File: src/rtl/cdq_pkg.sv
package cdq_pkg;

  localparam int unsigned DepthDefault = 16;

  localparam int unsigned FuncWidth   = 3;
  localparam int unsigned ByteWidth   = 8;
  localparam int unsigned StatusWidth = 2;

  typedef enum logic [FuncWidth-1:0] {
    FUNC_PUSH_REAR  = 3'd0,
    FUNC_PUSH_FRONT = 3'd1,
    FUNC_POP_FRONT  = 3'd2,
    FUNC_POP_REAR   = 3'd3,
    FUNC_PEEK_FRONT = 3'd4,
    FUNC_PEEK_REAR  = 3'd5
  } cdq_func_e;

  typedef enum logic [StatusWidth-1:0] {
    STAT_OK    = 2'd0,
    STAT_FULL  = 2'd1,
    STAT_EMPTY = 2'd2
  } cdq_status_e;

  // Broadcast to every cell of the chain; at most one op bit is set.
  typedef struct packed {
    logic                 push_front;
    logic                 pop_front;
    logic                 push_rear;
    logic                 pop_rear;
    logic [ByteWidth-1:0] value;
  } cdq_cell_cmd_t;

endpackage

File: src/rtl/cdq_if.sv
interface cdq_req_if;
  logic                             valid;
  logic                             ready;
  logic [cdq_pkg::FuncWidth-1:0]    func;
  logic [cdq_pkg::ByteWidth-1:0]    value;

  modport source (output valid, output func, output value, input ready);
  modport sink   (input valid, input func, input value, output ready);
endinterface

interface cdq_rsp_if;
  logic                             valid;
  logic                             ready;
  logic [cdq_pkg::ByteWidth-1:0]    data_out;
  logic [cdq_pkg::StatusWidth-1:0]  status;
  logic                             now_empty;
  logic                             now_full;

  modport source (output valid, output data_out, output status, output now_empty,
                  output now_full, input ready);
  modport sink   (input valid, input data_out, input status, input now_empty,
                  input now_full, output ready);
endinterface

File: src/rtl/cdq_cell.sv
module cdq_cell (
  input  logic                          clk_i,
  input  logic                          rst_ni,
  input  cdq_pkg::cdq_cell_cmd_t        cmd_i,
  input  logic [cdq_pkg::ByteWidth-1:0] prev_data_i,
  input  logic                          prev_valid_i,
  input  logic [cdq_pkg::ByteWidth-1:0] next_data_i,
  input  logic                          next_valid_i,
  output logic [cdq_pkg::ByteWidth-1:0] data_o,
  output logic                          valid_o,
  output logic                          last_o
);

  logic [cdq_pkg::ByteWidth-1:0] data_q, data_d;
  logic                          valid_q, valid_d;

  always_comb begin
    data_d  = data_q;
    valid_d = valid_q;
    if (cmd_i.push_front) begin
      // shift toward the rear
      data_d  = prev_data_i;
      valid_d = prev_valid_i;
    end else if (cmd_i.pop_front) begin
      // shift toward the front
      data_d  = next_data_i;
      valid_d = next_valid_i;
    end else if (cmd_i.push_rear) begin
      if (!valid_q && prev_valid_i) begin
        data_d  = cmd_i.value;
        valid_d = 1'b1;
      end
    end else if (cmd_i.pop_rear) begin
      if (valid_q && !next_valid_i) begin
        valid_d = 1'b0;
      end
    end
  end

  always_ff @(posedge clk_i or negedge rst_ni) begin
    if (!rst_ni) begin
      valid_q <= 1'b0;
    end else begin
      valid_q <= valid_d;
    end
  end

  always_ff @(posedge clk_i) begin
    data_q <= data_d;
  end

  assign data_o  = data_q;
  assign valid_o = valid_q;
  assign last_o  = valid_q && !next_valid_i;

endmodule

File: src/rtl/circular_deque_core.sv
// Channel | Dir | Fields                                   | Handshake
// req_i   | in  | func[2:0], value[7:0]                    | valid/ready
// rsp_o   | out | data_out[7:0], status[1:0], now_empty,   | valid/ready
//         |     | now_full                                 |
//
// One request per clock while rsp_o.ready is high; the response follows next cycle.
// The deque is a chain of DEPTH-1 byte cells, front at cell 0; each push or pop moves
// the whole chain by one cell or changes the single rear-boundary cell in that cycle.
// Reset empties the deque at once; no clearing pass.
// A stalled response holds its register; a new request is taken in the cycle the
// response leaves, so rsp_o.ready low with a response pending stalls req_i.
module circular_deque_core #(
  parameter int unsigned DEPTH = cdq_pkg::DepthDefault
) (
  input  logic     clk_i,
  input  logic     rst_ni,
  cdq_req_if.sink  req_i,
  cdq_rsp_if.source rsp_o
);

  localparam int unsigned NCell = DEPTH - 1;
  localparam int unsigned BW    = cdq_pkg::ByteWidth;

  cdq_pkg::cdq_cell_cmd_t cmd;
  logic [BW-1:0]          cell_data [NCell];
  logic [NCell-1:0]       cell_valid;
  logic [NCell-1:0]       cell_last;
  logic [NCell:0]         valid_hi;   // valid with an empty cell past the rear
  logic [NCell:0]         valid_lo;   // valid with a filled slot before the front
  logic                   ring_empty, is_full, in_fire;
  logic [BW-1:0]          front_data, rear_data;

  logic [BW-1:0]                  res_data;
  cdq_pkg::cdq_status_e           res_status;
  logic                           res_empty, res_full;

  logic                           rsp_valid_q, rsp_valid_d;
  logic [BW-1:0]                  rsp_data_q;
  cdq_pkg::cdq_status_e           rsp_status_q;
  logic                           rsp_empty_q, rsp_full_q;

  assign valid_hi   = {1'b0, cell_valid};
  assign valid_lo   = {cell_valid, 1'b1};
  assign ring_empty = !cell_valid[0];
  assign is_full    = cell_valid[NCell-1];
  assign front_data = cell_data[0];

  assign req_i.ready = !rsp_valid_q || rsp_o.ready;
  assign in_fire     = req_i.valid && req_i.ready;

  // one-hot select of the rear cell
  always_comb begin
    rear_data = '0;
    for (int i = 0; i < NCell; i++) begin
      rear_data = rear_data | (cell_data[i] & {BW{cell_last[i]}});
    end
  end

  always_comb begin
    cmd        = '0;
    cmd.value  = req_i.value;
    res_data   = '0;
    res_status = cdq_pkg::STAT_OK;
    res_empty  = ring_empty;
    res_full   = is_full;
    case (req_i.func)
      cdq_pkg::FUNC_PUSH_REAR, cdq_pkg::FUNC_PUSH_FRONT: begin
        if (is_full) begin
          res_status = cdq_pkg::STAT_FULL;
        end else begin
          cmd.push_rear  = in_fire && (req_i.func == cdq_pkg::FUNC_PUSH_REAR);
          cmd.push_front = in_fire && (req_i.func == cdq_pkg::FUNC_PUSH_FRONT);
          res_empty      = 1'b0;
          res_full       = valid_lo[NCell-1];
        end
      end
      cdq_pkg::FUNC_POP_FRONT, cdq_pkg::FUNC_POP_REAR: begin
        if (ring_empty) begin
          res_status = cdq_pkg::STAT_EMPTY;
        end else begin
          cmd.pop_front = in_fire && (req_i.func == cdq_pkg::FUNC_POP_FRONT);
          cmd.pop_rear  = in_fire && (req_i.func == cdq_pkg::FUNC_POP_REAR);
          res_data      = (req_i.func == cdq_pkg::FUNC_POP_FRONT) ? front_data : rear_data;
          res_empty     = !valid_hi[1];
          res_full      = 1'b0;
        end
      end
      cdq_pkg::FUNC_PEEK_FRONT: begin
        if (ring_empty) begin
          res_status = cdq_pkg::STAT_EMPTY;
        end else begin
          res_data = front_data;
        end
      end
      cdq_pkg::FUNC_PEEK_REAR: begin
        if (ring_empty) begin
          res_status = cdq_pkg::STAT_EMPTY;
        end else begin
          res_data = rear_data;
        end
      end
      default: begin
        // unused code: report state, change nothing
      end
    endcase
  end

  for (genvar g = 0; g < NCell; g++) begin : g_cell
    logic [BW-1:0] prev_data, next_data;
    logic          prev_valid, next_valid;

    if (g == 0) begin : g_head
      assign prev_data  = req_i.value;
      assign prev_valid = 1'b1;
    end else begin : g_mid
      assign prev_data  = cell_data[g-1];
      assign prev_valid = cell_valid[g-1];
    end

    if (g == NCell - 1) begin : g_tail
      assign next_data  = '0;
      assign next_valid = 1'b0;
    end else begin : g_body
      assign next_data  = cell_data[g+1];
      assign next_valid = cell_valid[g+1];
    end

    cdq_cell u_cell (
      .clk_i        (clk_i),
      .rst_ni       (rst_ni),
      .cmd_i        (cmd),
      .prev_data_i  (prev_data),
      .prev_valid_i (prev_valid),
      .next_data_i  (next_data),
      .next_valid_i (next_valid),
      .data_o       (cell_data[g]),
      .valid_o      (cell_valid[g]),
      .last_o       (cell_last[g])
    );
  end

  always_comb begin
    rsp_valid_d = rsp_valid_q;
    if (in_fire) begin
      rsp_valid_d = 1'b1;
    end else if (rsp_o.ready) begin
      rsp_valid_d = 1'b0;
    end
  end

  always_ff @(posedge clk_i or negedge rst_ni) begin
    if (!rst_ni) begin
      rsp_valid_q <= 1'b0;
    end else begin
      rsp_valid_q <= rsp_valid_d;
    end
  end

  // hold the result until the transaction completes
  always_ff @(posedge clk_i) begin
    if (in_fire) begin
      rsp_data_q   <= res_data;
      rsp_status_q <= res_status;
      rsp_empty_q  <= res_empty;
      rsp_full_q   <= res_full;
    end
  end

  assign rsp_o.valid     = rsp_valid_q;
  assign rsp_o.data_out  = rsp_data_q;
  assign rsp_o.status    = rsp_status_q;
  assign rsp_o.now_empty = rsp_empty_q;
  assign rsp_o.now_full  = rsp_full_q;

endmodule
File: src/flat_wrapper.sv
// flat-port wrapper written by rule: the top's interface ports become plain ports
module circular_deque_core_flat 
#(
  parameter int unsigned DEPTH = cdq_pkg::DepthDefault
)
  (clk_i, rst_ni, req_i_valid, req_i_func, req_i_value, req_i_ready, rsp_o_valid, rsp_o_data_out, rsp_o_status, rsp_o_now_empty, rsp_o_now_full, rsp_o_ready);
  cdq_req_if req_i_i ();
  cdq_rsp_if rsp_o_i ();
  input  logic clk_i;
  input  logic rst_ni;
  input wire logic [$bits(req_i_i.valid)-1:0] req_i_valid;
  input wire logic [$bits(req_i_i.func)-1:0] req_i_func;
  input wire logic [$bits(req_i_i.value)-1:0] req_i_value;
  output wire logic [$bits(req_i_i.ready)-1:0] req_i_ready;
  output wire logic [$bits(rsp_o_i.valid)-1:0] rsp_o_valid;
  output wire logic [$bits(rsp_o_i.data_out)-1:0] rsp_o_data_out;
  output wire logic [$bits(rsp_o_i.status)-1:0] rsp_o_status;
  output wire logic [$bits(rsp_o_i.now_empty)-1:0] rsp_o_now_empty;
  output wire logic [$bits(rsp_o_i.now_full)-1:0] rsp_o_now_full;
  input wire logic [$bits(rsp_o_i.ready)-1:0] rsp_o_ready;
  assign req_i_i.valid = req_i_valid;
  assign req_i_i.func = req_i_func;
  assign req_i_i.value = req_i_value;
  assign req_i_ready = req_i_i.ready;
  assign rsp_o_valid = rsp_o_i.valid;
  assign rsp_o_data_out = rsp_o_i.data_out;
  assign rsp_o_status = rsp_o_i.status;
  assign rsp_o_now_empty = rsp_o_i.now_empty;
  assign rsp_o_now_full = rsp_o_i.now_full;
  assign rsp_o_i.ready = rsp_o_ready;
  circular_deque_core #(.DEPTH(DEPTH)) u_core (.clk_i(clk_i), .rst_ni(rst_ni), .req_i(req_i_i), .rsp_o(rsp_o_i));
endmodule
File: config.mk
export PLATFORM = sky130hd
export DESIGN_NAME = circular_deque_core_flat
export DESIGN_NICKNAME = d
export VERILOG_FILES = /design/src/rtl/cdq_pkg.sv /design/src/rtl/cdq_if.sv /design/src/rtl/cdq_cell.sv /design/src/rtl/circular_deque_core.sv /design/src/flat_wrapper.sv
export SDC_FILE = /design/constraint.sdc
export NUM_CORES = 1
export LEC_CHECK = 0
export BUFFER_PORTS_ARGS = -buffer_cell sky130_fd_sc_hd__buf_2
export CAP_MARGIN = 15
export CORE_UTILIZATION = 60
export CTS_CLUSTER_DIAMETER = 40
export CTS_CLUSTER_SIZE = 28
export DETAILED_ROUTE_END_ITERATION = 16
export PLACE_DENSITY_LB_ADDON = 0.12
export SYNTH_ARGS = -nofsm -noshare
export SYNTH_HDL_FRONTEND = slang
export SYNTH_SLANG_ARGS = --single-unit
File: constraint.sdc
create_clock -name clk_i -period 2.75 [get_ports clk_i]
set_input_delay 0.1375 -clock clk_i [delete_from_list [all_inputs] [get_ports clk_i]]
set_output_delay 0.1375 -clock clk_i [all_outputs]
set_load 0.05 [all_outputs]
==> flow_summary_export.csv, run 1 <==
group,metric,value,unit
status,status,"complete, no violations",
clock_network,clock_tree.root_cell,"sky130_fd_sc_hd__clkbuf_16",
placement,post-dp-hpwl,13.8,mm
floorplan,die_area,13300,µm²
worst_setup_path,r2r_setup_slack,0.41,ns
detailed_routing,routed-via-count,6097,
clock_network,path_clk_slew,0.06,ns
logic_synthesis,seq_area_frac_synth,56.4,%
sta,slew-limit-headroom,33.1,%
sta,max_freq,0.428,GHz
clock_network,skew_pair_late_insertion_delay,0.42,ns
clock_network,clock_tree.htree_level_count,4,
sta,slew_at_the_pin_closest_to_its_max_slew_limit,0.997,ns
worst_setup_path,cp_max_fanout,73,
worst_setup_path,path_class,"reg2reg",
final_layout,stdcell_count,787,
flow_run,max_cap_viol_count,0,
logic_synthesis,yosysMostFrequentCell,"sky130_fd_sc_hd__edfxtp_1",
logic_synthesis,avgSynthCellArea,13.4,µm²
sta,final_hold_viol_count,0,
global_routing,grtUsageTotal,35.5,%
logic_synthesis,synth_top_cell_by_area,"sky130_fd_sc_hd__edfxtp_1",
detailed_routing,detail_route.wl_per_cell,29.0,µm
floorplan,rows,41,
detailed_routing,drtPass1Iterations,6,
detailed_routing,antenna_violating_nets_post_route,0,
final_layout,areaGrowthSynthToFinish,10.3,%
final_layout,multi_input_comb_area,2900,µm²
detailed_routing,drtIter0Drc,1113,
worst_setup_path,cp.required,3.03,ns
placement,port_buffers,28,
worst_setup_path,worstPathArrival,2.62,ns
min_path,holdCritStartpoint,"req_i_value[3]",
logic_synthesis,yosysTopAreaCellShare,51.2,%
final_layout,seqCellArea,4360,µm²
logic_synthesis,cell_area_after_technology_mapping,7730,µm²
floorplan,floorplan.core_area,12600,µm²
clock_network,cts.sink_count,148,
logic_synthesis,synth_warnings,0,
final_layout,design.final.nets,619,
sta,final_max_slew_viol_count,0,
min_path,worst_hold_path_type,"in2reg",
floorplan,die_h,116,µm
min_path,holdPathEnd,"u_core.g_cell[0].u_cell.data_o[3]",
placement,gp_routability_congestion,0.889,
global_routing,grt_antenna_before_repair,0,
detailed_routing,drt_wl_total,22.8,mm
min_path,min_delay_path_depth,2,
worst_setup_path,critical_path.endpoint_type,"flip-flop",
logic_synthesis,synth_enable_flop_cells,132,
logic_synthesis,synth-async-reset-ratio,10.8,%
power_and_ir_drop,peak_ir_drop_on_the_vdd_network,0.000434,V
floorplan,ios,29,
sta,final_period_minus_worst_setup_slack,2.34,ns
clock_network,clockBufferDepth,2,
logic_synthesis,postSynthCellCount,579,
sta,holdWs,0.0378,ns
placement,placed_cells,755,
worst_setup_path,regToRegEndpoint,"u_core.g_cell[6].u_cell.data_o[5]",
power_and_ir_drop,design_power_total,7.04,mW
sta,setup_tns,0,ns
worst_setup_path,crit_buf_inv,2,
sta,period_share,85.0,%
sta,final.setup_skew,0.00775,ns
logic_synthesis,synth.lib_cells_used.distinct,44,
global_routing,grt_overflow,0,
detailed_routing,drc,0,
worst_setup_path,rr_startpoint,"u_core.g_cell[0].u_cell.valid_o",
global_routing,pin_count_of_the_biggest_net_entering_global_routing,74,
logic_synthesis,synthTopCellsByArea,"sky130_fd_sc_hd__edfxtp_1 (51%), sky130_fd_sc_hd__a221o_1 (13%), sky130_fd_sc_hd__dfrtp_1 (5.2%)",
global_routing,first_global_vias,5588,
clock_network,post_cts.repair.setup_buffers,0,
final_layout,layout-drive-gt1-share,22.3,%
worst_setup_path,count_of_cells_along_the_worst_register_to_register_path,5,
logic_synthesis,syn-num-nets,594,
worst_setup_path,slowest_stage,"sky130_fd_sc_hd__dfrtp_1",
clock_network,cts_tree,"yes",
detailed_routing,viasPerCell,7.75,
clock_network,cts-buffers-inserted,17,
worst_setup_path,setup.worst_path.start_class,"flip-flop",
floorplan,fp.dieW,116,µm
logic_synthesis,synth.ff_latch_count,148,
final_layout,filler_cell_count_in_the_final_layout,940,
sta,grt_setup_unrepaired,"false",
sta,report.final.setup_viol,0,
worst_setup_path,max_stage_delay,0.53,ns
global_routing,grt_first_pass_wirelength,33.6,mm
worst_setup_path,crit_family,"buffers and inverters",
floorplan,start_util,61.3,%
logic_synthesis,synth_ff_type,"sky130_fd_sc_hd__edfxtp_1",
logic_synthesis,synthTopCellsByCount,"sky130_fd_sc_hd__edfxtp_1 (132), sky130_fd_sc_hd__a221o_1 (104), sky130_fd_sc_hd__a22oi_1 (41), sky130_fd_sc_hd__a21oi_1 (39), sky130_fd_sc_hd__clkbuf_1 (28)",
power_and_ir_drop,p_leak,3.00,nW
worst_setup_path,path_cells,"nand3b_4 -> nor4_4 -> buf_12 -> buf_4 -> a221o_1",
power_and_ir_drop,power-per-cell-area,825,nW/µm²
-- metrics by stage --
stage	cell area [µm²]	utilization (%)	worst slack, ns
global route	8530	67.6	0.287
detailed placement	8010	63.4	0.453
floorplan	7730	-	-0.120
CTS	8530	67.6	0.455
finish	8530	67.6	0.414
global placement	8010	63.4	0.509
-- what timing repair did --
item | 4_1_cts | 5_1_grt
resized for setup | 0 | 0
hold endpoints to repair | 17 | 0
hold buffers | 2 | 0
-- sequential cells by signal, indices dropped and copies added, names as in the netlist --
signal,cells
u_core.g_cell.u_cell.data_o,120
u_core.g_cell.u_cell.valid_o,15
u_core.rsp_o.data_out,8
u_core.rsp_o.status,2
u_core.rsp_o.now_empty,1
u_core.rsp_o.now_full,1
u_core.rsp_o.valid,1
-- metal layers --
metal  track usage [%]  share of wire (%)  vias to the layer above
li1                  -                  -                     2514
met5                 0                  0                        -
met3              9.78                 12                       96
met4              18.9                4.4                        0
met1              47.9                 39                     2985
met2              52.2                 45                      502
-- worst register-to-register path, stage by stage, from the launching register on --
cell and delay [ns]:
sky130_fd_sc_hd__dfrtp_1 0.53, sky130_fd_sc_hd__nand3b_4 0.25, sky130_fd_sc_hd__nor4_4 0.34, sky130_fd_sc_hd__buf_12 0.36
sky130_fd_sc_hd__buf_4 0.46, sky130_fd_sc_hd__a221o_1 0.26
-- cells in the final DEF (no fill, tap or decap), types with 2 or more instances in the layout --
master                          netlist  layout
sky130_fd_sc_hd__a2111oi_0            2       2
sky130_fd_sc_hd__a21o_1               8       8
sky130_fd_sc_hd__a21oi_1             39      39
sky130_fd_sc_hd__a221o_1            104     104
sky130_fd_sc_hd__a221oi_1             6       6
sky130_fd_sc_hd__a222oi_1             6       6
sky130_fd_sc_hd__a22oi_1             41      41
sky130_fd_sc_hd__and2_1               3       3
sky130_fd_sc_hd__and3b_1              4       4
sky130_fd_sc_hd__buf_12               0       2
sky130_fd_sc_hd__buf_2               14      28
sky130_fd_sc_hd__buf_4                2      42
sky130_fd_sc_hd__clkbuf_1            28       3
sky130_fd_sc_hd__clkbuf_16            0      17
sky130_fd_sc_hd__clkinv_1             1       4
sky130_fd_sc_hd__clkinv_2             0       5
sky130_fd_sc_hd__dfrtp_1             16      16
sky130_fd_sc_hd__dlygate4sd3_1        0       2
sky130_fd_sc_hd__edfxtp_1           132     132
sky130_fd_sc_hd__inv_1                7       7
sky130_fd_sc_hd__mux2_2              19      19
sky130_fd_sc_hd__nand2_1             18      18
sky130_fd_sc_hd__nand2b_1            11      11
sky130_fd_sc_hd__nand3_1              7       7
sky130_fd_sc_hd__nand4_1             10      10
sky130_fd_sc_hd__nor2_1               3       3
sky130_fd_sc_hd__nor2b_1             14      14
sky130_fd_sc_hd__nor3b_2              4       4
sky130_fd_sc_hd__nor3b_4              4       4
sky130_fd_sc_hd__o21ai_0             18      18
sky130_fd_sc_hd__o221a_2              8       8
sky130_fd_sc_hd__o221ai_1            11      11
sky130_fd_sc_hd__o31ai_2              0       2
-- kinds of logic (layout without fill, tap and decap cells) --
family,count (synthesis),in the layout,synth area share [%]
XOR/XNOR,1,1,0.113
flip-flops,148,148,56.4
AO/OA/AOI/OAI,250,250,26.7
multiplexers,19,19,2.77
AND/OR/NAND/NOR,85,85,7.73
other,0,1,0
buffers and inverters,76,111,6.24
-- report_power, final --
group | total [mW] | switching [mW] | internal [mW]
Combinational | 1.98 | 1.24 | 0.740
Sequential | 3.00 | 0.260 | 2.74
Clock | 2.06 | 0.855 | 1.21
-- area by class of cell --
cell class	instances	area share, %
clock buffer	20	5.12
multi-input combinational	355	34.0
sequential	148	51.2
tap	172	2.52
inverter	8	0.352
timing repair buffer	74	6.04
antenna	1	0.0293
clock inverter	9	0.777
-- how the worst max path moves through the flow --
stage | end | cells past startpoint | slack, ns | startpoint
final | u_core.g_cell[6].u_cell.data_o[5] | 5 | 0.41 | u_core.g_cell[0].u_cell.valid_o
after global placement | u_core.g_cell[2].u_cell.data_o[2] | 5 | 0.51 | u_core.g_cell[0].u_cell.valid_o
after CTS | u_core.g_cell[2].u_cell.data_o[4] | 6 | 0.46 | u_core.rsp_o.valid
after global routing | u_core.g_cell[2].u_cell.data_o[2] | 5 | 0.29 | u_core.g_cell[0].u_cell.valid_o
after floorplan | u_core.g_cell[0].u_cell.data_o[0] | 7 | -0.12 | u_core.rsp_o.valid
after detailed placement | u_core.g_cell[2].u_cell.data_o[2] | 5 | 0.45 | u_core.g_cell[0].u_cell.valid_o
Power figures use the tool's default switching activity.
==> run 2, diff against run 1 <==
ABC_AREA = 1   (was not set)
clock period = 2.3 ns   (was 2.75 ns; I/O delays follow)
==> flow_summary_export.csv, run 2 <==
group,metric,value,unit
worst_setup_path,crit_top_cell,"sky130_fd_sc_hd__buf_4",
power_and_ir_drop,p_leak,3.76,nW
floorplan,die_h,119,µm
detailed_routing,antenna_violating_nets_post_route,0,
logic_synthesis,synth_enable_flop_cells,132,
final_layout,areaGrowthSynthToFinish,12.4,%
worst_setup_path,count_of_cells_along_the_worst_register_to_register_path,7,
detailed_routing,drtPass1Iterations,5,
worst_setup_path,critical_path.endpoint_type,"flip-flop",
final_layout,layout_common_cells,"sky130_fd_sc_hd__nand2_1 (294), sky130_fd_sc_hd__edfxtp_1 (132), sky130_fd_sc_hd__inv_1 (96)",
final_layout,design.final.nets,971,
worst_setup_path,max_stage_delay,0.46,ns
sta,holdWs,0.0251,ns
floorplan,floorplan.core_area,13200,µm²
power_and_ir_drop,combinational_power_share,14.6,%
power_and_ir_drop,clock_power_share,38.6,%
detailed_routing,detail_route.wl_per_cell,20.4,µm
sta,slew_at_the_pin_closest_to_its_max_slew_limit,0.876,ns
logic_synthesis,post_synthesis_share_of_cell_area_spent_on_and_or_nand_and_nor_gates,23.0,%
final_layout,stdcell_count,1145,
global_routing,grtUsageTotal,34.6,%
worst_setup_path,rr_startpoint,"u_core.rsp_o.valid",
sta,final_max_slew_viol_count,0,
logic_synthesis,synthTopCellsByArea,"sky130_fd_sc_hd__edfxtp_1 (49%), sky130_fd_sc_hd__nand2_1 (14%), sky130_fd_sc_hd__a22oi_1 (5.2%)",
logic_synthesis,synthTopCellsByCount,"sky130_fd_sc_hd__nand2_1 (295), sky130_fd_sc_hd__edfxtp_1 (132), sky130_fd_sc_hd__inv_1 (96), sky130_fd_sc_hd__nand3_1 (66), sky130_fd_sc_hd__a22oi_1 (56)",
logic_synthesis,yosysTopAreaCellShare,48.6,%
sta,slew-limit-headroom,41.2,%
final_layout,filler_cell_count_in_the_final_layout,1073,
detailed_routing,drt_wl_total,23.3,mm
logic_synthesis,synth_ff_type,"sky130_fd_sc_hd__edfxtp_1",
detailed_routing,drc,0,
power_and_ir_drop,switching_share,29.1,%
min_path,holdCritStartpoint,"req_i_value[6]",
logic_synthesis,synth_compound_area_share,15.2,%
logic_synthesis,syn-num-nets,929,
global_routing,first_global_vias,6989,
logic_synthesis,synth_top_cell_by_area,"sky130_fd_sc_hd__edfxtp_1",
global_routing,pin_count_of_the_biggest_net_entering_global_routing,69,
final_layout,antenna_cells_inserted,0,
logic_synthesis,synth_top_family_by_area,"simple AND/OR/NAND/NOR gates",
logic_synthesis,yosys.area_share.adder,0,%
flow_run,max_cap_viol_count,0,
global_routing,grt_antenna_before_repair,0,
detailed_routing,viasPerCell,6.32,
worst_setup_path,path_cells,"nand2_4 -> nand3_1 -> nor2_4 -> buf_4 -> buf_4 -> a22oi_1 -> nand2_1",
min_path,worst_hold_path_type,"in2reg",
worst_setup_path,startpoint,"u_core.rsp_o.valid",
logic_synthesis,seq_area_frac_synth,53.5,%
sta,final.setup_skew,0.00728,ns
final_layout,largest_reg_flops,120,
logic_synthesis,muxShareOfSynthArea,0,%
worst_setup_path,timing.critical_path.depth,7,
clock_network,clockBufferDepth,2,
sta,final_period_minus_worst_setup_slack,2.14,ns
global_routing,grt_first_pass_wirelength,36.8,mm
detailed_routing,routed-via-count,7235,
status,status,"complete, no violations",
clock_network,skew_pair_late_insertion_delay,0.43,ns
power_and_ir_drop,power.net_switching,1.96,mW
detailed_routing,drtIter0Drc,813,
worst_setup_path,cp_max_fanout,41,
clock_network,hold_buffers,7,
logic_synthesis,synth_warnings,0,
placement,port_buffers,28,
worst_setup_path,worstPathArrival,2.43,ns
worst_setup_path,setup.worst_path.start_class,"flip-flop",
worst_setup_path,crit_family,"buffers and inverters",
floorplan,fp.dieW,119,µm
clock_network,clock_tree.htree_level_count,4,
sta,report.final.setup_viol,0,
sta,period_share,93.1,%
worst_setup_path,path_class,"reg2reg",
worst_setup_path,r2r_setup_slack,0.16,ns
clock_network,post_cts.repair.setup_buffers,0,
placement,post-dp-hpwl,16.0,mm
worst_setup_path,cp.required,2.59,ns
logic_synthesis,avgSynthCellArea,8.93,µm²
global_routing,grt_overflow,0,
clock_network,cts.sink_count,148,
logic_synthesis,cell_area_after_technology_mapping,8160,µm²
floorplan,ios,29,
floorplan,start_util,61.6,%
power_and_ir_drop,p_int,4.78,mW
clock_network,clock_tree.root_cell,"sky130_fd_sc_hd__clkbuf_16",
clock_network,cts-buffers-inserted,17,
logic_synthesis,synth-xor-area-share,0,%
final_layout,mostFrequentLayoutCell,"sky130_fd_sc_hd__nand2_1",
floorplan,rows,42,
sta,final_hold_viol_count,0,
final_layout,layout-drive-gt1-share,13.1,%
placement,placed_cells,1106,
logic_synthesis,synth.ff_latch_count,148,
logic_synthesis,yosysMostFrequentCell,"sky130_fd_sc_hd__nand2_1",
placement,dpl_worst_slack,0.298,ns
power_and_ir_drop,power-per-cell-area,735,nW/µm²
sta,max_freq,0.467,GHz
worst_setup_path,end_point_of_the_critical_path,"u_core.g_cell[13].u_cell.data_o[2]",
sta,finalWorstSetupSlack,0.159,ns
power_and_ir_drop,peak_ir_drop_on_the_vdd_network,0.000598,V
floorplan,die_area,14100,µm²
logic_synthesis,postSynthCellCount,914,
sta,grt_setup_unrepaired,"false",
worst_setup_path,slowest_stage,"sky130_fd_sc_hd__buf_4",
placement,gp_routability_congestion,0.901,
logic_synthesis,synth.lib_cells_used.distinct,28,
clock_network,path_clk_slew,0.06,ns
worst_setup_path,regToRegEndpoint,"u_core.g_cell[13].u_cell.data_o[2]",
worst_setup_path,crit_buf_inv,2,
clock_network,ctsResizeCount,0,
logic_synthesis,synth-async-reset-ratio,10.8,%
power_and_ir_drop,power.sequential.fraction,46.8,%
clock_network,cts_tree,"yes",
[run 2: cell count changes after synthesis, moves of 11 or more]
cell and change:
sky130_fd_sc_hd__nor2_1 +35, sky130_fd_sc_hd__nand3_1 +59, sky130_fd_sc_hd__a221o_1 -104, sky130_fd_sc_hd__o21ai_0 +32
sky130_fd_sc_hd__nor2b_1 -14, sky130_fd_sc_hd__inv_1 +89, sky130_fd_sc_hd__o221ai_1 +33, sky130_fd_sc_hd__nand2b_1 -11
sky130_fd_sc_hd__a21oi_1 -32, sky130_fd_sc_hd__mux2_2 -19, sky130_fd_sc_hd__a22oi_1 +15, sky130_fd_sc_hd__nand2_1 +277
sky130_fd_sc_hd__buf_6 -15, sky130_fd_sc_hd__clkbuf_1 -11
[run 2: worst register-to-register path, stage by stage, from the launching register on]
cell	delay [ns]
sky130_fd_sc_hd__dfrtp_1	0.42
sky130_fd_sc_hd__nand2_4	0.11
sky130_fd_sc_hd__nand3_1	0.11
sky130_fd_sc_hd__nor2_4	0.13
sky130_fd_sc_hd__buf_4	0.46
sky130_fd_sc_hd__buf_4	0.46
sky130_fd_sc_hd__a22oi_1	0.17
sky130_fd_sc_hd__nand2_1	0.15
[run 2: cells by family after synthesis]
family	count (synthesis)
and+or+nand+nor	439
AOI/OAI and AO/OA	174
DFF	148
buffers and inverters	153
[run 2: metal layers]
metal | GRT usage (%) | vias to the layer above | wire (µm)
met3 | 5.26 | 74 | 1820
li1 | - | 3277 | -
met2 | 56.0 | 439 | 11300
met5 | 0 | - | 0
met1 | 43.3 | 3445 | 8950
met4 | 22.8 | 0 | 1290
[run 2: worst min-delay path by stage]
stage                                             end  slack [ns]  depth (start not counted)
finish              u_core.g_cell[0].u_cell.data_o[6]        0.03                          3
global route        u_core.g_cell[0].u_cell.data_o[4]        0.03                          3
CTS                 u_core.g_cell[0].u_cell.data_o[6]        0.01                          3
detailed placement                 u_core.rsp_o.valid        0.05                          1
global placement      u_core.g_cell[1].u_cell.valid_o        0.05                          1
floorplan             u_core.g_cell[0].u_cell.valid_o       -0.18                          0
[run 2: area by class of cell]
| class | instances | area (µm²) | share of cell area [%] |
|---|---|---|---|
| clock inverters | 14 | 118 | 1.28 |
| flip-flops and latches | 148 | 4360 | 47.6 |
| multi-input cells | 613 | 3140 | 34.2 |
| well taps | 176 | 220 | 2.40 |
| repair buffers | 76 | 531 | 5.78 |
| clock buffers | 18 | 429 | 4.68 |
| inverters | 100 | 375 | 4.09 |
[run 2: power groups by stage]
stage	clock [mW]	combinational (mW)	sequential, mW
after global placement	0	0.931	3.20
after detailed placement	0	0.958	3.21
after floorplan	0	0.587	3.26
after CTS	2.61	0.974	3.15
final	2.60	0.986	3.16
after global routing	2.69	1.08	3.16
[run 2: through the flow]
step	setup TNS [ns]	power, mW	util, %	area, µm²
detailed placement	0	4.17	64.6	8560
CTS	0	6.74	69.3	9170
floorplan	-0.334	3.85	-	8170
finish	0	6.75	69.3	9170
global route	0	6.93	69.3	9170
global placement	0	4.14	64.6	8560
==> run 3, diff against run 2 <==
CORE_MARGIN = 5   (was not set)
SYNTH_HIERARCHICAL = 1   (was not set)
==> flow_summary_export.csv, run 3 <==
group,metric,value,unit
detailed_routing,top_layer_used,"met4",
logic_synthesis,synth_warnings,6,
logic_synthesis,post_synthesis_share_of_cell_area_spent_on_and_or_nand_and_nor_gates,43.1,%
worst_setup_path,cp_max_fanout,22,
global_routing,first_global_vias,8415,
logic_synthesis,seq_area_frac_synth,45.4,%
sta,max_freq,0.475,GHz
power_and_ir_drop,design_power_total,6.25,mW
clock_network,clockBufferDepth,2,
final_layout,largest_reg_flops,120,
power_and_ir_drop,power-per-cell-area,574,nW/µm²
placement,dpl-instance-area,10300,µm²
logic_synthesis,muxShareOfSynthArea,0,%
placement,port_buffers,28,
clock_network,clock_tree.htree_level_count,4,
floorplan,rows,46,
logic_synthesis,synth-async-reset-ratio,10.8,%
status,status,"complete, no violations",
logic_synthesis,synth-xor-area-share,0,%
logic_synthesis,synth_ff_type,"sky130_fd_sc_hd__edfxtp_1",
sta,grt_setup_unrepaired,"false",
final_layout,finish.instance_area,10900,µm²
placement,gp_routability_congestion,0.927,
global_routing,grt_overflow,0,
worst_setup_path,cp.required,2.47,ns
logic_synthesis,synth_compound_area_share,1.88,%
detailed_routing,detailroute.wirelength.met3,3.70,mm
final_layout,design.final.nets,1355,
logic_synthesis,synth_enable_flop_cells,132,
worst_setup_path,worstPathArrival,2.27,ns
power_and_ir_drop,p_leak,4.71,nW
clock_network,cts-buffers-inserted,17,
sta,final_hold_viol_count,0,
logic_synthesis,avgSynthCellArea,7.40,µm²
clock_network,cts_tree,"yes",
sta,setup_tns,0,ns
min_path,holdCritStartpoint,"rsp_o_ready",
logic_synthesis,yosysTopAreaCellShare,41.3,%
final_layout,stdcell_count,1566,
detailed_routing,viasPerCell,5.90,
worst_setup_path,r2r_setup_slack,0.20,ns
worst_setup_path,critical_path.endpoint_type,"flip-flop",
sta,report.final.setup_viol,0,
logic_synthesis,postSynthCellCount,1298,
placement,placed_cells,1532,
floorplan,die_h,137,µm
clock_network,path_clk_slew,0.06,ns
floorplan,ios,29,
sta,final_period_minus_worst_setup_slack,2.10,ns
sta,slew_at_the_pin_closest_to_its_max_slew_limit,0.617,ns
logic_synthesis,cell_area_after_technology_mapping,9610,µm²
worst_setup_path,rr_startpoint,"u_core/g_cell[14].u_cell/valid_o",
min_path,worst_hold_path_type,"in2reg",
logic_synthesis,yosysMostFrequentCell,"sky130_fd_sc_hd__nand2_1",
final_layout,antenna_cells_inserted,0,
final_layout,areaGrowthSynthToFinish,13.3,%
floorplan,floorplan.core_area,15800,µm²
detailed_routing,wl_met2,12.1,mm
logic_synthesis,synth.lib_cells_used.distinct,28,
floorplan,start_util,60.9,%
min_path,holdPathEnd,"u_core/rsp_o.valid",
final_layout,layout-drive-gt1-share,13.5,%
global_routing,grtUsageTotal,32.4,%
clock_network,clock_tree.root_cell,"sky130_fd_sc_hd__clkbuf_16",
power_and_ir_drop,peak_ir_drop_on_the_vdd_network,0.000463,V
sta,slew-limit-headroom,58.7,%
detailed_routing,drc,0,
clock_network,skew_pair_late_insertion_delay,0.43,ns
floorplan,die_area,18600,µm²
sta,final.setup_skew,0.00733,ns
global_routing,grt_first_pass_wirelength,45.6,mm
detailed_routing,drtIter0Drc,1454,
logic_synthesis,synthTopCellsByCount,"sky130_fd_sc_hd__nand2_1 (567), sky130_fd_sc_hd__nand3_1 (301), sky130_fd_sc_hd__edfxtp_1 (132), sky130_fd_sc_hd__inv_1 (76), sky130_fd_sc_hd__nor2_1 (49)",
logic_synthesis,synth_top_cell_by_area,"sky130_fd_sc_hd__edfxtp_1",
global_routing,pin_count_of_the_biggest_net_entering_global_routing,32,
final_layout,multi_input_comb_area,4700,µm²
detailed_routing,drt_wl_total,28.9,mm
sta,final_max_slew_viol_count,0,
global_routing,grt_antenna_before_repair,0,
detailed_routing,wl_met1,12.0,mm
logic_synthesis,synth_top_family_by_area,"simple AND/OR/NAND/NOR gates",
final_layout,fin_util,69.0,%
final_layout,layout_common_cells,"sky130_fd_sc_hd__nand2_1 (565), sky130_fd_sc_hd__nand3_1 (291), sky130_fd_sc_hd__edfxtp_1 (132)",
worst_setup_path,regToRegEndpoint,"u_core/g_cell[2].u_cell/data_o[0]",
logic_synthesis,yosys.area_share.adder,0.391,%
worst_setup_path,count_of_cells_along_the_worst_register_to_register_path,8,
detailed_routing,detail_route.wl_per_cell,18.5,µm
logic_synthesis,synthTopCellsByArea,"sky130_fd_sc_hd__edfxtp_1 (41%), sky130_fd_sc_hd__nand2_1 (22%), sky130_fd_sc_hd__nand3_1 (16%)",
detailed_routing,antenna_violating_nets_post_route,0,
clock_network,cts.sink_count,148,
final_layout,seqCellArea,4370,µm²
detailed_routing,routed-via-count,9242,
flow_run,max_cap_viol_count,0,
final_layout,filler_cell_count_in_the_final_layout,1296,
worst_setup_path,setup.worst_path.start_class,"flip-flop",
min_path,min_delay_path_depth,4,
detailed_routing,drtPass1Iterations,8,
floorplan,fp.dieW,137,µm
placement,post-dp-hpwl,20.3,mm
worst_setup_path,path_class,"reg2reg",
logic_synthesis,synth.ff_latch_count,148,
sta,period_share,91.5,%
final_layout,mostFrequentLayoutCell,"sky130_fd_sc_hd__nand2_1",
-- run 3: repair_timing --
item,in CTS,in global routing
buffers inserted,0,0
setup endpoints to repair,0,0
hold buffers,2,0
resized for setup,0,0
endpoints found under the hold margin,17,0
-- run 3: cell type report --
cell class              instances  area share [%]
inverters                      94            3.96
repair buffers                 70            4.92
flip-flops and latches        148            40.1
multi-input cells            1006            43.1
clock buffers                  17            3.91
clock inverters                15            1.51
well taps                     216            2.48
-- run 3: worst max-delay path: stages (launching register included) --
cell	delay, ns
sky130_fd_sc_hd__dfrtp_1	0.39
sky130_fd_sc_hd__inv_1	0.11
sky130_fd_sc_hd__nand3_1	0.20
sky130_fd_sc_hd__nor4_4	0.31
sky130_fd_sc_hd__buf_12	0.23
sky130_fd_sc_hd__buf_4	0.32
sky130_fd_sc_hd__inv_6	0.08
sky130_fd_sc_hd__nand3_1	0.09
sky130_fd_sc_hd__nand3_1	0.09
-- run 3: report_power, final --
part	total (mW)	switching, mW	internal, mW
registers	2.99	0.0256	2.96
clock network	2.82	1.13	1.69
logic	0.434	0.316	0.118
-- run 3: metal layers --
metal | up-vias | GRT usage, %
met2 | 660 | 46.8
li1 | 4348 | -
met1 | 4154 | 47.0
met3 | 80 | 7.72
met4 | 0 | 13.3
met5 | - | 0
-- run 3: how the worst max path moves through the flow --
stage	start	end
2_1_floorplan	u_core/rsp_o.valid	u_core/g_cell[10].u_cell/data_o[0]
3_3_place_gp	req_i_func[2]	u_core/g_cell[0].u_cell/data_o[5]
3_5_place_dp	req_i_func[2]	u_core/g_cell[1].u_cell/data_o[1]
4_1_cts	u_core/g_cell[14].u_cell/valid_o	u_core/g_cell[12].u_cell/data_o[0]
5_1_grt	u_core/g_cell[14].u_cell/valid_o	u_core/g_cell[2].u_cell/data_o[6]
6_report	u_core/g_cell[14].u_cell/valid_o	u_core/g_cell[2].u_cell/data_o[0]
-- run 3: cell families (layout without fill, tap and decap cells) --
group | count (synthesis) | after routing
other | 2 | 12
flip-flops | 148 | 148
AND/OR/NAND/NOR | 956 | 956
adder cells (fa/ha/maj) | 3 | 3
buffers and inverters | 154 | 196
AO/OA/AOI/OAI | 35 | 35
-- run 3: per-stage QoR --
stage / setup slack, ns / hold WS (ns)
6_report: 0.195 / 0.0307
5_1_grt: 0.0835 / 0.0342
4_1_cts: 0.226 / 0.0272
3_5_place_dp: 0.130 / 0.124
3_3_place_gp: 0.205 / 0.121
2_1_floorplan: -0.674 / -0.181
